## config.mk

```make
export PLATFORM = sky130hd
export DESIGN_NAME = lamport_mutex_node_core
export DESIGN_NICKNAME = d
export VERILOG_FILES = /design/src/rtl/lmn_pkg.sv /design/src/rtl/lmn_table.sv /design/src/rtl/lmn_ctrl.sv /design/src/rtl/lamport_mutex_node_core.sv
export SDC_FILE = /design/constraint.sdc
export NUM_CORES = 1
export LEC_CHECK = 0
export ABC_AREA = 1
export BUFFER_PORTS_ARGS = -buffer_cell sky130_fd_sc_hd__buf_2
export CAP_MARGIN = 15
export CELL_PAD_IN_SITES_DETAIL_PLACEMENT = 0
export CELL_PAD_IN_SITES_GLOBAL_PLACEMENT = 2
export CORE_MARGIN = 2
export CORE_UTILIZATION = 38
export DETAILED_ROUTE_END_ITERATION = 10
export HOLD_SLACK_MARGIN = 0.15
export MAX_ROUTING_LAYER = met4
export PLACE_DENSITY = 0.81
export SYNTH_ARGS = -nofsm -noshare
export SYNTH_HDL_FRONTEND = slang
export SYNTH_HIERARCHICAL = 1
export SYNTH_SLANG_ARGS = --single-unit
```

## constraint.sdc

```tcl
create_clock -name clock -period 5.7 [get_ports clock]
set_input_delay 1.14 -clock clock [delete_from_list [all_inputs] [get_ports clock]]
set_output_delay 1.14 -clock clock [all_outputs]
set_load 0.01 [all_outputs]
```

## src/rtl/lmn_pkg.sv

```systemverilog
`timescale 1ns / 1ps

package lmn_pkg;

   // Sizes of the node table and of the Lamport clock.
   localparam int MAX_NODES  = 16;
   localparam int NODE_BITS  = $clog2(MAX_NODES);
   localparam int COUNT_BITS = $clog2(MAX_NODES + 1);
   localparam int CLOCK_BITS = 32;

   // Configuration register indexes.
   localparam logic CSR_OWN_RANK   = 1'b0;
   localparam logic CSR_NODE_COUNT = 1'b1;

   // Reset value of the node count register.
   localparam logic [COUNT_BITS-1:0] NODE_COUNT_RESET = COUNT_BITS'(2);

   typedef enum logic [1:0] {
      MODE_LOCAL   = 2'd0,
      MODE_REQUEST = 2'd1,
      MODE_ACK     = 2'd2,
      MODE_FREE    = 2'd3
   } mode_type;

   typedef enum logic [1:0] {
      ENTRY_REQUEST = 2'd0,
      ENTRY_FREE    = 2'd1,
      ENTRY_ACK     = 2'd2
   } entry_state_type;

   typedef enum logic [1:0] {
      MSG_REQUEST = 2'd0,
      MSG_ACK     = 2'd1,
      MSG_FREE    = 2'd2
   } msg_kind_type;

   // Effective configuration after clamping.
   typedef struct packed {
      logic [COUNT_BITS-1:0] count;
      logic [NODE_BITS-1:0]  rank;
   } cfg_type;

   // Table write request.
   typedef struct packed {
      logic                  en;
      logic [NODE_BITS-1:0]  addr;
      entry_state_type       state;
      logic [CLOCK_BITS-1:0] clock;
   } table_wr_type;

   // Table read request.
   typedef struct packed {
      logic                 en;
      logic [NODE_BITS-1:0] addr;
   } table_rd_type;

   // Table read data, valid in the cycle after the read request.
   typedef struct packed {
      entry_state_type       state;
      logic [CLOCK_BITS-1:0] clock;
   } table_data_type;

   // One outgoing message offered by the sequencer.
   typedef struct packed {
      logic                  valid;
      msg_kind_type          kind;
      logic [NODE_BITS-1:0]  dest;
      logic [CLOCK_BITS-1:0] clock;
      logic                  entered;
      logic                  last;
   } emit_type;

endpackage

```

## src/rtl/lmn_table.sv

```systemverilog
`timescale 1ns / 1ps

module lmn_table
   import lmn_pkg::*;
(
   input  logic           clock,
   input  logic           reset,
   input  table_wr_type   wr,
   input  table_rd_type   rd,
   output table_data_type rd_data
);

   logic [CLOCK_BITS+1:0] mem [MAX_NODES];
   logic [MAX_NODES-1:0]  valid_ff;
   logic [CLOCK_BITS+1:0] rd_word_ff;
   logic                  rd_valid_ff;

   // Storage array with a registered read port. Reads and writes of the same
   // entry are never issued in one cycle by the sequencer.
   always_ff @(posedge clock) begin
      if (wr.en) begin
         mem[wr.addr] <= {wr.state, wr.clock};
      end
      if (rd.en) begin
         rd_word_ff <= mem[rd.addr];
      end
   end

   // Valid bits: an entry never written reads as free with a zero clock.
   always_ff @(posedge clock) begin
      if (reset) begin
         valid_ff    <= '0;
         rd_valid_ff <= 1'b0;
      end else begin
         if (wr.en) begin
            valid_ff[wr.addr] <= 1'b1;
         end
         if (rd.en) begin
            rd_valid_ff <= valid_ff[rd.addr];
         end
      end
   end

   always_comb begin
      if (rd_valid_ff) begin
         rd_data.state = entry_state_type'(rd_word_ff[CLOCK_BITS+1:CLOCK_BITS]);
         rd_data.clock = rd_word_ff[CLOCK_BITS-1:0];
      end else begin
         rd_data.state = ENTRY_FREE;
         rd_data.clock = '0;
      end
   end

endmodule

```

## src/rtl/lmn_ctrl.sv

```systemverilog
`timescale 1ns / 1ps

module lmn_ctrl
   import lmn_pkg::*;
(
   input  logic                  clock,
   input  logic                  reset,
   input  cfg_type               cfg,
   input  logic                  req_valid,
   output logic                  req_stall,
   input  mode_type              req_mode,
   input  logic [NODE_BITS-1:0]  req_sender,
   input  logic [CLOCK_BITS-1:0] req_sender_clock,
   output table_wr_type          wr,
   output table_rd_type          rd,
   input  table_data_type        rd_data,
   output emit_type              emit,
   input  logic                  slot_free
);

   typedef enum logic [2:0] {
      S_IDLE,
      S_ACK,
      S_ACK_RD,
      S_GRANT_RD,
      S_GRANT_MINE,
      S_SCAN,
      S_BCAST
   } state_type;

   state_type             state_ff, state_in;
   logic [CLOCK_BITS-1:0] lclock_ff, lclock_in;
   logic                  pending_ff, pending_in;
   logic [NODE_BITS-1:0]  ack_ff, ack_in;
   logic [NODE_BITS-1:0]  sender_ff, sender_in;
   logic [CLOCK_BITS-1:0] rclk_ff, rclk_in;
   logic [CLOCK_BITS-1:0] msg_clock_ff, msg_clock_in;
   msg_kind_type          msg_kind_ff, msg_kind_in;
   logic                  entered_ff, entered_in;
   logic [NODE_BITS-1:0]  bidx_ff, bidx_in;
   logic [CLOCK_BITS-1:0] mine_ff, mine_in;
   logic [COUNT_BITS-1:0] scan_ff, scan_in;
   logic                  chk_valid_ff, chk_valid_in;
   logic [NODE_BITS-1:0]  chk_idx_ff, chk_idx_in;

   logic [COUNT_BITS-1:0] last_idx;
   logic                  sender_ok;
   logic [CLOCK_BITS-1:0] merged;
   logic                  ack_full;
   logic [NODE_BITS-1:0]  ack_next;
   logic                  blocked;
   logic                  bcast_last;

   assign last_idx  = cfg.count - COUNT_BITS'(1);
   assign req_stall = (state_ff != S_IDLE);
   assign sender_ok = ({1'b0, req_sender} < cfg.count) && (req_sender != cfg.rank);
   assign merged    = ((lclock_ff > req_sender_clock) ? lclock_ff : req_sender_clock)
                      + CLOCK_BITS'(1);
   assign ack_full  = ({1'b0, ack_ff} == last_idx);
   assign ack_next  = ({1'b0, ack_ff} < last_idx) ? ack_ff + NODE_BITS'(1) : ack_ff;

   // An entry blocks the grant when it holds an earlier request by clock, then rank.
   assign blocked = chk_valid_ff && (chk_idx_ff != cfg.rank)
                    && (rd_data.state == ENTRY_REQUEST)
                    && ((rd_data.clock < mine_ff)
                        || ((rd_data.clock == mine_ff) && (chk_idx_ff < cfg.rank)));

   // The final message of a broadcast goes to the highest rank other than our own.
   assign bcast_last = ({1'b0, bidx_ff} == last_idx)
                       || (({1'b0, bidx_ff} == last_idx - COUNT_BITS'(1))
                           && ({1'b0, cfg.rank} == last_idx));

   // Sequencer: one request at a time through the table.
   always_comb begin
      state_in     = state_ff;
      lclock_in    = lclock_ff;
      pending_in   = pending_ff;
      ack_in       = ack_ff;
      sender_in    = sender_ff;
      rclk_in      = rclk_ff;
      msg_clock_in = msg_clock_ff;
      msg_kind_in  = msg_kind_ff;
      entered_in   = entered_ff;
      bidx_in      = bidx_ff;
      mine_in      = mine_ff;
      scan_in      = scan_ff;
      chk_valid_in = chk_valid_ff;
      chk_idx_in   = chk_idx_ff;

      wr.en    = 1'b0;
      wr.addr  = cfg.rank;
      wr.state = ENTRY_FREE;
      wr.clock = lclock_ff;
      rd.en    = 1'b0;
      rd.addr  = cfg.rank;

      emit.valid   = 1'b0;
      emit.kind    = msg_kind_ff;
      emit.dest    = bidx_ff;
      emit.clock   = msg_clock_ff;
      emit.entered = entered_ff;
      emit.last    = bcast_last;

      unique case (state_ff)
         S_IDLE: begin
            if (req_valid) begin
               sender_in = req_sender;
               rclk_in   = req_sender_clock;
               unique case (req_mode)
                  MODE_LOCAL: begin
                     if (!pending_ff) begin
                        msg_clock_in = lclock_ff;
                        lclock_in    = lclock_ff + CLOCK_BITS'(1);
                        pending_in   = 1'b1;
                        ack_in       = '0;
                        wr.en        = 1'b1;
                        wr.addr      = cfg.rank;
                        wr.state     = ENTRY_REQUEST;
                        wr.clock     = lclock_ff;
                        msg_kind_in  = MSG_REQUEST;
                        entered_in   = 1'b0;
                        bidx_in      = '0;
                        state_in     = S_BCAST;
                     end
                  end
                  MODE_REQUEST: begin
                     if (sender_ok) begin
                        wr.en        = 1'b1;
                        wr.addr      = req_sender;
                        wr.state     = ENTRY_REQUEST;
                        wr.clock     = req_sender_clock;
                        msg_clock_in = merged;
                        lclock_in    = merged + CLOCK_BITS'(1);
                        state_in     = S_ACK;
                     end
                  end
                  MODE_ACK: begin
                     if (sender_ok) begin
                        lclock_in = merged;
                        rd.en     = 1'b1;
                        rd.addr   = req_sender;
                        state_in  = S_ACK_RD;
                     end
                  end
                  MODE_FREE: begin
                     if (sender_ok) begin
                        lclock_in = merged;
                        wr.en     = 1'b1;
                        wr.addr   = req_sender;
                        wr.state  = ENTRY_FREE;
                        wr.clock  = req_sender_clock;
                        if (pending_ff && ack_full) begin
                           state_in = S_GRANT_RD;
                        end
                     end
                  end
                  default: begin
                  end
               endcase
            end
         end

         // Single reply to a received request.
         S_ACK: begin
            emit.valid   = 1'b1;
            emit.kind    = MSG_ACK;
            emit.dest    = sender_ff;
            emit.entered = 1'b0;
            emit.last    = 1'b1;
            if (slot_free) begin
               state_in = S_IDLE;
            end
         end

         // The sender's entry is back: record the ACK unless it holds a request.
         S_ACK_RD: begin
            if (rd_data.state != ENTRY_REQUEST) begin
               wr.en    = 1'b1;
               wr.addr  = sender_ff;
               wr.state = ENTRY_ACK;
               wr.clock = rclk_ff;
            end
            state_in = S_IDLE;
            if (pending_ff) begin
               ack_in = ack_next;
               if ({1'b0, ack_next} == last_idx) begin
                  state_in = S_GRANT_RD;
               end
            end
         end

         S_GRANT_RD: begin
            rd.en    = 1'b1;
            rd.addr  = cfg.rank;
            state_in = S_GRANT_MINE;
         end

         S_GRANT_MINE: begin
            mine_in      = rd_data.clock;
            scan_in      = '0;
            chk_valid_in = 1'b0;
            state_in     = S_SCAN;
         end

         // Read one entry a cycle and check it in the following cycle.
         S_SCAN: begin
            if (blocked) begin
               chk_valid_in = 1'b0;
               state_in     = S_IDLE;
            end else if (scan_ff < cfg.count) begin
               rd.en        = 1'b1;
               rd.addr      = scan_ff[NODE_BITS-1:0];
               chk_valid_in = 1'b1;
               chk_idx_in   = scan_ff[NODE_BITS-1:0];
               scan_in      = scan_ff + COUNT_BITS'(1);
            end else if (chk_valid_ff) begin
               chk_valid_in = 1'b0;
            end else begin
               msg_clock_in = lclock_ff;
               lclock_in    = lclock_ff + CLOCK_BITS'(1);
               pending_in   = 1'b0;
               ack_in       = '0;
               wr.en        = 1'b1;
               wr.addr      = cfg.rank;
               wr.state     = ENTRY_FREE;
               wr.clock     = lclock_ff;
               msg_kind_in  = MSG_FREE;
               entered_in   = 1'b1;
               bidx_in      = '0;
               state_in     = S_BCAST;
            end
         end

         // One message per free output slot, our own rank skipped.
         S_BCAST: begin
            if (bidx_ff == cfg.rank) begin
               bidx_in = bidx_ff + NODE_BITS'(1);
            end else begin
               emit.valid = 1'b1;
               if (slot_free) begin
                  bidx_in = bidx_ff + NODE_BITS'(1);
                  if (bcast_last) begin
                     state_in = S_IDLE;
                  end
               end
            end
         end

         default: begin
            state_in = S_IDLE;
         end
      endcase
   end

   always_ff @(posedge clock) begin
      if (reset) begin
         state_ff     <= S_IDLE;
         lclock_ff    <= '0;
         pending_ff   <= 1'b0;
         ack_ff       <= '0;
         chk_valid_ff <= 1'b0;
      end else begin
         state_ff     <= state_in;
         lclock_ff    <= lclock_in;
         pending_ff   <= pending_in;
         ack_ff       <= ack_in;
         chk_valid_ff <= chk_valid_in;
      end
      sender_ff    <= sender_in;
      rclk_ff      <= rclk_in;
      msg_clock_ff <= msg_clock_in;
      msg_kind_ff  <= msg_kind_in;
      entered_ff   <= entered_in;
      bidx_ff      <= bidx_in;
      mine_ff      <= mine_in;
      scan_ff      <= scan_in;
      chk_idx_ff   <= chk_idx_in;
   end

endmodule

```

## src/rtl/lamport_mutex_node_core.sv

```systemverilog
`timescale 1ns / 1ps
// Channel   Direction  Handshake          Payload
// req_      in         req_valid/stall    mode, sender, sender_clock
// rsp_      out        rsp_valid/stall    message_kind, destination, message_clock,
//                                         entered_section, last
// csr_      in         csr_write          csr_index, csr_data
//
// One request at a time. A received REQUEST writes its entry and then sends the ACK; a
// FREE writes its entry and, with every ACK in, starts a grant check; an ACK reads the
// entry first. A grant check reads each table entry in turn through the single read port
// of the table memory, and a broadcast waits whenever rsp_stall holds the output.
// Reset clears the clock, the pending flag, the ACK count and the valid bits of the
// table at once; no clearing pass is needed. req_stall is high while a request is in
// work; the output register lets the next request in while the final message waits.

module lamport_mutex_node_core
   import lmn_pkg::*;
(
   input  logic                  clock,
   input  logic                  reset,
   input  logic                  req_valid,
   output logic                  req_stall,
   input  logic [1:0]            req_mode,
   input  logic [NODE_BITS-1:0]  req_sender,
   input  logic [CLOCK_BITS-1:0] req_sender_clock,
   output logic                  rsp_valid,
   input  logic                  rsp_stall,
   output logic [1:0]            rsp_message_kind,
   output logic [NODE_BITS-1:0]  rsp_destination,
   output logic [CLOCK_BITS-1:0] rsp_message_clock,
   output logic                  rsp_entered_section,
   output logic                  rsp_last,
   input  logic                  csr_write,
   input  logic                  csr_index,
   input  logic [COUNT_BITS-1:0] csr_data
);

   logic [NODE_BITS-1:0]  own_rank_ff;
   logic [COUNT_BITS-1:0] node_count_ff;
   cfg_type               cfg;
   table_wr_type          wr;
   table_rd_type          rd;
   table_data_type        rd_data;
   emit_type              emit;
   logic                  slot_free;
   logic                  rsp_valid_ff;
   logic [1:0]            rsp_kind_ff;
   logic [NODE_BITS-1:0]  rsp_dest_ff;
   logic [CLOCK_BITS-1:0] rsp_clock_ff;
   logic                  rsp_entered_ff;
   logic                  rsp_last_ff;

   // Configuration registers.
   always_ff @(posedge clock) begin
      if (reset) begin
         own_rank_ff   <= '0;
         node_count_ff <= NODE_COUNT_RESET;
      end else if (csr_write) begin
         unique case (csr_index)
            CSR_OWN_RANK:   own_rank_ff   <= csr_data[NODE_BITS-1:0];
            CSR_NODE_COUNT: node_count_ff <= csr_data[COUNT_BITS-1:0];
            default: begin
            end
         endcase
      end
   end

   // Clamp the node count and fold an out-of-range rank onto the highest one.
   always_comb begin
      if (node_count_ff < COUNT_BITS'(2)) begin
         cfg.count = COUNT_BITS'(2);
      end else if (node_count_ff > COUNT_BITS'(MAX_NODES)) begin
         cfg.count = COUNT_BITS'(MAX_NODES);
      end else begin
         cfg.count = node_count_ff;
      end
      if ({1'b0, own_rank_ff} < cfg.count) begin
         cfg.rank = own_rank_ff;
      end else begin
         cfg.rank = NODE_BITS'(cfg.count - COUNT_BITS'(1));
      end
   end

   lmn_table u_table (
      .clock   (clock),
      .reset   (reset),
      .wr      (wr),
      .rd      (rd),
      .rd_data (rd_data)
   );

   lmn_ctrl u_ctrl (
      .clock            (clock),
      .reset            (reset),
      .cfg              (cfg),
      .req_valid        (req_valid),
      .req_stall        (req_stall),
      .req_mode         (mode_type'(req_mode)),
      .req_sender       (req_sender),
      .req_sender_clock (req_sender_clock),
      .wr               (wr),
      .rd               (rd),
      .rd_data          (rd_data),
      .emit             (emit),
      .slot_free        (slot_free)
   );

   // Output register between the sequencer and the result channel.
   assign slot_free = !rsp_valid_ff || !rsp_stall;

   always_ff @(posedge clock) begin
      if (reset) begin
         rsp_valid_ff <= 1'b0;
      end else if (slot_free) begin
         rsp_valid_ff <= emit.valid;
      end
      if (slot_free && emit.valid) begin
         rsp_kind_ff    <= emit.kind;
         rsp_dest_ff    <= emit.dest;
         rsp_clock_ff   <= emit.clock;
         rsp_entered_ff <= emit.entered;
         rsp_last_ff    <= emit.last;
      end
   end

   assign rsp_valid           = rsp_valid_ff;
   assign rsp_message_kind    = rsp_kind_ff;
   assign rsp_destination     = rsp_dest_ff;
   assign rsp_message_clock   = rsp_clock_ff;
   assign rsp_entered_section = rsp_entered_ff;
   assign rsp_last            = rsp_last_ff;

endmodule

```

==> impl_metrics.yaml, run 1 <==
cells_and_area:
  regArea_um2: 23300
  multi_input_area_um2: 13200
  synthToLayoutAreaGrowth_pct: 15.8
  fin_area_um2: 44700
  final_net_count: 4136
  final_common_cell: "edfxtp_1"
  nFillCells: 9557
  drive_gt1_frac: 0.130
  final_cell_mix: "edfxtp_1, nor2_1, nand2_1"
logic_synthesis:
  synth.avg_cell_area_um2: 10.0
  synth_seq_cells: 800
  yosysUniqueCellTypes: 59
  syn_area_um2: 38600
  yosys.area.top_type: "edfxtp_1"
  yosys.area.top_type_share: 0.570
  yosysSeqAreaShare: 0.605
  synth_ff_type: "edfxtp_1"
  synth_edf_count: 732
  syn_nets: 3980
  synthTopCellsByArea: "edfxtp_1, nor2_1, nand2_1, o21ai_0, dfxtp_1"
  ys_async_sr_fraction: 0
  ys.warnings.count: 6
  synth_cells: 3839
clock_network:
  path_clk_slew_ns: 0.06
  cts_sinks: 800
  htreeDepth: 3
  cts_buffers: 86
  clk_path_buf_depth: 3
  clockRootBuffer: "clkbuf_16"
  post_cts_resize_count: 0
  worstSkewPairLatency_ns: 0.66
  cts_tree: "built"
  post-cts-setup-buffers: 0
  cts_hold_buf: 0
routing:
  wl_per_cell_um: 21.7
  ant_nets: 0
  drcViolationCount: 0
  first_pass_iters: 6
  routed-via-count: 28500
  drt-vias-per-instance: 5.26
  routed_wl_um: 118000
  first_iter_violations: 2563
worst_setup_path:
  cp_data_required_time_ns: 6.10
  setup.worst_path.start_class: "flip-flop"
  cp_common_cell: "nand2_1"
  slowest_stage: "dfxtp_1"
  crit_buf_inv: 9
  cp_max_fo: 34
  crit_type: "reg2reg"
  slowest_delay_ns: 0.58
  cp_top_family: "simple AND/OR/NAND/NOR gates"
  cp_data_arrival_time_ns: 5.60
  end_kind: "flip-flop"
power:
  power_density_nw_per_um2: 594
  leakage_nw: 16.8
  irDropWorstVdd_mv: 0.293
floorplanning:
  core_um2: 100000
  chipWidth_um: 323
  row_count: 116
  die_y_um: 323
  start_util: 0.385
  die_area_um2: 104000
  ios: 91
timing:
  rsz0062_at_grt: "no"
  fin_crit_ns: 5.20
  hold_viol: 0
  drv_slew: 0
  skew_ns: 0.0220
  setup_tns_ns: 0
  relSlewSlack: 0.199
  report.final.setup_viol: 0
  fin_crit_sh: 0.912
  worstMarginPinSlew_ns: 1.20
  max_freq_mhz: 192
place:
  port_buffers: 90
  gp_congestion: 0.951
  placed_area_um2: 41900
  dp_hpwl_um: 78100
global_route:
  grt_pass1_wl_um: 176000
  grt_usage: 0.233
  grt_max_degree: 82
  grt_overflow: 0
  antenna_found_initial: 3
  first_global_vias: 27500
min_path:
  min_path_type: "reg2reg"
status:
  outcome: "finished clean"
run:
  maxCapViolations: 0
layout make-up:
class / count / area share
diodes: 2 / 0.000112
clock buffers: 115 / 0.0525
clock inverters: 41 / 0.00907
inverters: 334 / 0.0283
multi-input cells: 2507 / 0.296
flip-flops and latches: 800 / 0.523
well taps: 1357 / 0.0380
repair buffers: 266 / 0.0536
cells in the mapped netlist, types with 3 or more instances:
cell       instances
nor2_2            18
ha_1              92
nor2_4            11
nor4_1            12
nand2_4            4
nand3b_1           4
inv_2             19
o21a_1             4
a211oi_1           3
nor3_2             4
buf_1             11
xnor2_1            8
nor3_1            29
o21ai_0          323
a21oi_1          143
clkinv_1           7
nor2_1           624
nand3_2            4
clkbuf_1         118
inv_1            305
a221oi_1          38
buf_2             37
o2111ai_1          6
a21oi_2            3
buf_4             11
buf_6             20
nand4_1           21
a2111oi_0          3
or2_2              3
xor2_1            29
o21ai_1           93
nand3_1          223
o211ai_1         136
a31oi_1           10
nand2_1          560
edfxtp_1         732
nand2_2           29
a22oi_1           34
dfxtp_1           68
o221ai_1          18
worst register-to-register path: cells and delay by family (launching register included):
family / cells / cell delay [ns]
buffers and inverters: 9 / 1.40
adders and majority gates: 2 / 0.59
AOI/OAI and AO/OA: 7 / 0.85
DFF: 1 / 0.58
and+or+nand+nor: 13 / 1.53
through the flow:
step	worst slack (ns)	util	std cells	total power, mW	hold slack [ns]
after floorplan	0.370	-	3839	16.5	0.400
after global placement	0.245	0.418	5264	21.1	0.406
after detailed placement	0.199	0.418	5264	21.1	0.406
after CTS	0.273	0.445	5420	26.7	0.420
after global routing	0.0186	0.445	5422	28.2	0.423
final	0.504	0.445	5422	26.5	0.420
metal layers:
metal  part of all wire  track usage
met5                  0            -
met4              0.023       0.0650
met3              0.041       0.0223
met2               0.48        0.377
met1               0.46        0.312
state kept, by name, summed over array words and instances (netlist names), 16 cells and up:
name                 count
u_table/rd_word_ff      34
rsp_message_clock       32
u_table/valid_ff        16
u_ctrl/msg_clock_ff     32
u_ctrl/mine_ff          32
u_table/mem            544
u_ctrl/rclk_ff          32
u_ctrl/lclock_ff        32
path summary, 6_finish.rpt:
path,start,to,slack [ns],depth (start not counted)
max,node_count_ff[4],u_table/rd_word_ff[28],0.50,31
max reg2reg,node_count_ff[4],u_table/rd_word_ff[28],0.50,31
min reg2reg,u_ctrl/msg_clock_ff[2],rsp_message_clock[2],0.42,0
min,u_ctrl/msg_clock_ff[2],rsp_message_clock[2],0.42,0
report_power, final:
part | total, mW | switching [mW] | internal [mW]
sequential | 9.59 | 0.471 | 9.12
combinational | 11.5 | 7.91 | 3.56
clock | 5.48 | 2.34 | 3.14
total | 26.5 | 10.7 | 15.8
logic make-up (layout without fill, tap and decap cells):
| group | count (synthesis) | count (layout) | synth area share |
|---|---|---|---|
| other cells | 0 | 2 | 0 |
| compound gates | 823 | 823 | 0.126 |
| xor+xnor | 40 | 40 | 0.00996 |
| fa+ha+maj | 92 | 92 | 0.0298 |
| flops | 800 | 800 | 0.605 |
| buf+inv | 532 | 756 | 0.0584 |
| simple gates | 1552 | 1552 | 0.171 |
No activity file was read; power rests on OpenSTA's default activity.
==> run 2, diff against run 1 <==
--- a/config.mk
+++ b/config.mk
@@ -5,17 +5,17 @@
 export SDC_FILE = /design/constraint.sdc
 export NUM_CORES = 1
 export LEC_CHECK = 0
-export ABC_AREA = 1
 export BUFFER_PORTS_ARGS = -buffer_cell sky130_fd_sc_hd__buf_2
 export CAP_MARGIN = 15
 export CELL_PAD_IN_SITES_DETAIL_PLACEMENT = 0
 export CELL_PAD_IN_SITES_GLOBAL_PLACEMENT = 2
 export CORE_MARGIN = 2
-export CORE_UTILIZATION = 38
+export CORE_UTILIZATION = 42
+export CTS_CLUSTER_SIZE = 14
 export DETAILED_ROUTE_END_ITERATION = 10
 export HOLD_SLACK_MARGIN = 0.15
 export MAX_ROUTING_LAYER = met4
-export PLACE_DENSITY = 0.81
+export PLACE_DENSITY = 0.8
 export SYNTH_ARGS = -nofsm -noshare
 export SYNTH_HDL_FRONTEND = slang
 export SYNTH_HIERARCHICAL = 1
==> run 2 against run 1 <==
The flow now finishes with violations (negative setup slack). Global-route usage rose by 0.96 points. Setup slack lost 0.62 ns. Routed wire length down 9.8%. Clock power is 2% higher. Cell count is 24% lower. Utilization increased by 6.8 points. Sequential cell count unchanged.
==> impl_metrics.yaml, run 2 <==
floorplanning:
  start_util: 0.425
  die_y_um: 301
  ios: 91
  row_count: 108
  die_area_um2: 90400
  core_um2: 87000
  chipWidth_um: 301
logic_synthesis:
  synthTopCellsByArea: "edfxtp_1, mux4_2, dfxtp_1, ha_1, xnor2_1"
  yosys.area.top_type_share: 0.595
  synth_edf_count: 732
  synth_common_cells: "edfxtp_1, mux4_2, nand2_1"
  yosysMostFrequentCell: "edfxtp_1"
  yosysUniqueCellTypes: 91
  synth_seq_cells: 800
  syn_area_um2: 37000
  synth_ff_type: "edfxtp_1"
  ys.warnings.count: 6
  ys_async_sr_fraction: 0
  syn_nets: 2666
  yosysSeqAreaShare: 0.631
  synth_cells: 2525
  yosys.area.top_type: "edfxtp_1"
  synth.avg_cell_area_um2: 14.6
cells_and_area:
  layout.cells.non_filler: 4127
  final_net_count: 3046
  largest_reg_flops: 544
  regMostFlops: "u_table/mem"
  fin_util: 0.514
  final_common_cell: "edfxtp_1"
  n_antenna_cell: 0
  drive_gt1_frac: 0.294
  nFillCells: 7278
  synthToLayoutAreaGrowth_pct: 20.9
  top_regs: "u_table/mem: 544 flops, u_table/rd_word_ff: 34 flops"
  final_cell_mix: "edfxtp_1, buf_4, mux4_2"
global_route:
  grt_overflow: 0
  grt_usage: 0.242
  grt_pass1_wl_um: 158000
  antenna_found_initial: 0
  first_global_vias: 24400
  grt_max_degree: 52
timing:
  setup_tns_ns: -2.24
  holdWs_ns: 0.419
  drv_slew: 0
  hold_viol: 0
  report.final.setup_viol: 34
  timing.final.ws_setup_ns: -0.117
  fin_crit_sh: 1.02
  skew_ns: 0.0181
  rsz0062_at_grt: "yes"
  worstMarginPinSlew_ns: 1.18
  fin_crit_ns: 5.82
  relSlewSlack: 0.210
  max_freq_mhz: 172
worst_setup_path:
  cp_data_required_time_ns: 6.07
  slowest_delay_ns: 0.53
  cp_max_fo: 8
  end_kind: "flip-flop"
  startpoint: "node_count_ff[2]"
  crit_type: "reg2reg"
  crit_buf_inv: 6
  cp_data_arrival_time_ns: 6.19
  setup.worst_path.start_class: "flip-flop"
  slowest_stage: "mux4_2"
  cp_top_family: "compound AO/OA/AOI/OAI gates"
  reg2reg_from: "node_count_ff[2]"
place:
  dp_cells: 3938
  dp_hpwl_um: 68600
  post-place-ws_ns: -0.888
  gp_congestion: 0.932
  port_buffers: 90
clock_network:
  clockRootBuffer: "clkbuf_16"
  clk_path_buf_depth: 3
  cts_tree: "built"
  cts_buffers: 85
  worstSkewPairLatency_ns: 0.64
  path_clk_slew_ns: 0.06
  cts_sinks: 800
  htreeDepth: 3
run:
  maxCapViolations: 0
routing:
  drt-vias-per-instance: 5.78
  first_iter_violations: 2433
  ant_nets: 0
  drcViolationCount: 0
  routed-via-count: 23800
  routed_wl_um: 106000
  first_pass_iters: 7
  wl_per_cell_um: 25.7
status:
  violations: "negative setup slack"
  outcome: "complete, but fails checks"
power:
  leakage_nw: 15.8
  irDropWorstVdd_mv: 0.279
  power_density_nw_per_um2: 438
min_path:
  min_from: "u_ctrl/msg_clock_ff[0]"
  min_path_type: "reg2reg"
==> run 2: cell types whose count changed after synthesis, moves of 34 or more <==
cell,delta
a21oi_1,-48
a222oi_1,+34
and2_1,+47
inv_1,-174
mux4_2,+168
nand2_1,-408
nand3_1,-155
nor2_1,-475
o211ai_1,-126
o21ai_0,-227
o21ai_1,-80
xnor2_1,+66
==> run 2: repair_timing <==
| action | CTS | global route |
|---|---|---|
| cloned | 6 | 2 |
| buffers inserted | 23 | 8 |
| pin swaps | 13 | 13 |
| hold buffers | 0 | 0 |
| resized for setup | 64 | 32 |
| endpoints found under the setup margin | 35 | 45 |
==> run 2: final timing paths <==
| check | slack [ns] | cells past startpoint | to |
|---|---|---|---|
| max | -0.12 | 26 | u_table/rd_word_ff[24] |
| min | 0.42 | 0 | rsp_message_clock[0] |
| max reg2reg | -0.12 | 26 | u_table/rd_word_ff[24] |
| min reg2reg | 0.42 | 0 | rsp_message_clock[0] |
==> run 2: routing by layer <==
layer / vias up / wire [um] / track usage / part of all wire
li1: 10600 / - / - / -
met5: - / 0 / - / 0
met1: 12200 / 43700 / 0.314 / 0.41
met4: 0 / 3200 / 0.0763 / 0.030
met3: 165 / 6590 / 0.0341 / 0.062
met2: 846 / 52600 / 0.397 / 0.50
==> run 2: worst register-to-register path, stage by stage (launching register included) <==
cell and delay [ns]:
dfxtp_4 0.35, nor2_4 0.10, nor2_2 0.04, nor2_2 0.12, inv_2 0.08, ha_4 0.25
nand4b_1 0.12, a31oi_1 0.16, o21ba_4 0.19, buf_6 0.13, mux2_4 0.23, inv_4 0.05
ha_4 0.16, a2111oi_4 0.38, o2111ai_4 0.25, or3_4 0.45, o21ai_4 0.12, o2111a_1 0.21
o31a_1 0.23, or2_4 0.18, mux2i_4 0.07, o21ai_4 0.16, buf_12 0.17, buf_16 0.19
buf_6 0.17, mux4_2 0.53, mux4_2 0.50
==> run 2: stage by stage <==
step	area, um^2	power, mW
global placement	41100	13.5
detailed placement	41100	13.7
finish	44700	19.6
CTS	44500	19.6
floorplan	37100	11.6
global route	44700	20.4
==> run 2: cell families after synthesis <==
logic type	count (synthesis)	synth area share
buffers and inverters	279	0.0326
multiplexers	223	0.120
XOR/XNOR	106	0.0255
flip-flops	800	0.631
adder cells (fa/ha/maj)	92	0.0311
AO/OA/AOI/OAI	383	0.0691
AND/OR/NAND/NOR	642	0.0906
==> run 2: power by group <==
| part | switching (mW) | leakage (nW) | internal (mW) | total, mW |
|---|---|---|---|---|
| clock network | 2.29 | 1.37 | 3.28 | 5.57 |
| logic | 3.43 | 7.07 | 2.45 | 5.88 |
| registers | 0.271 | 7.32 | 7.84 | 8.11 |
==> run 2: final cells by class <==
class | count | area [um^2] | share of cell area
flip-flops and latches | 800 | 23400 | 0.522
multi-input cells | 1446 | 13000 | 0.290
repair buffers | 436 | 3600 | 0.0805
clock buffers | 112 | 2270 | 0.0507
well taps | 1155 | 1450 | 0.0323
clock inverters | 42 | 538 | 0.0120
inverters | 136 | 517 | 0.0116
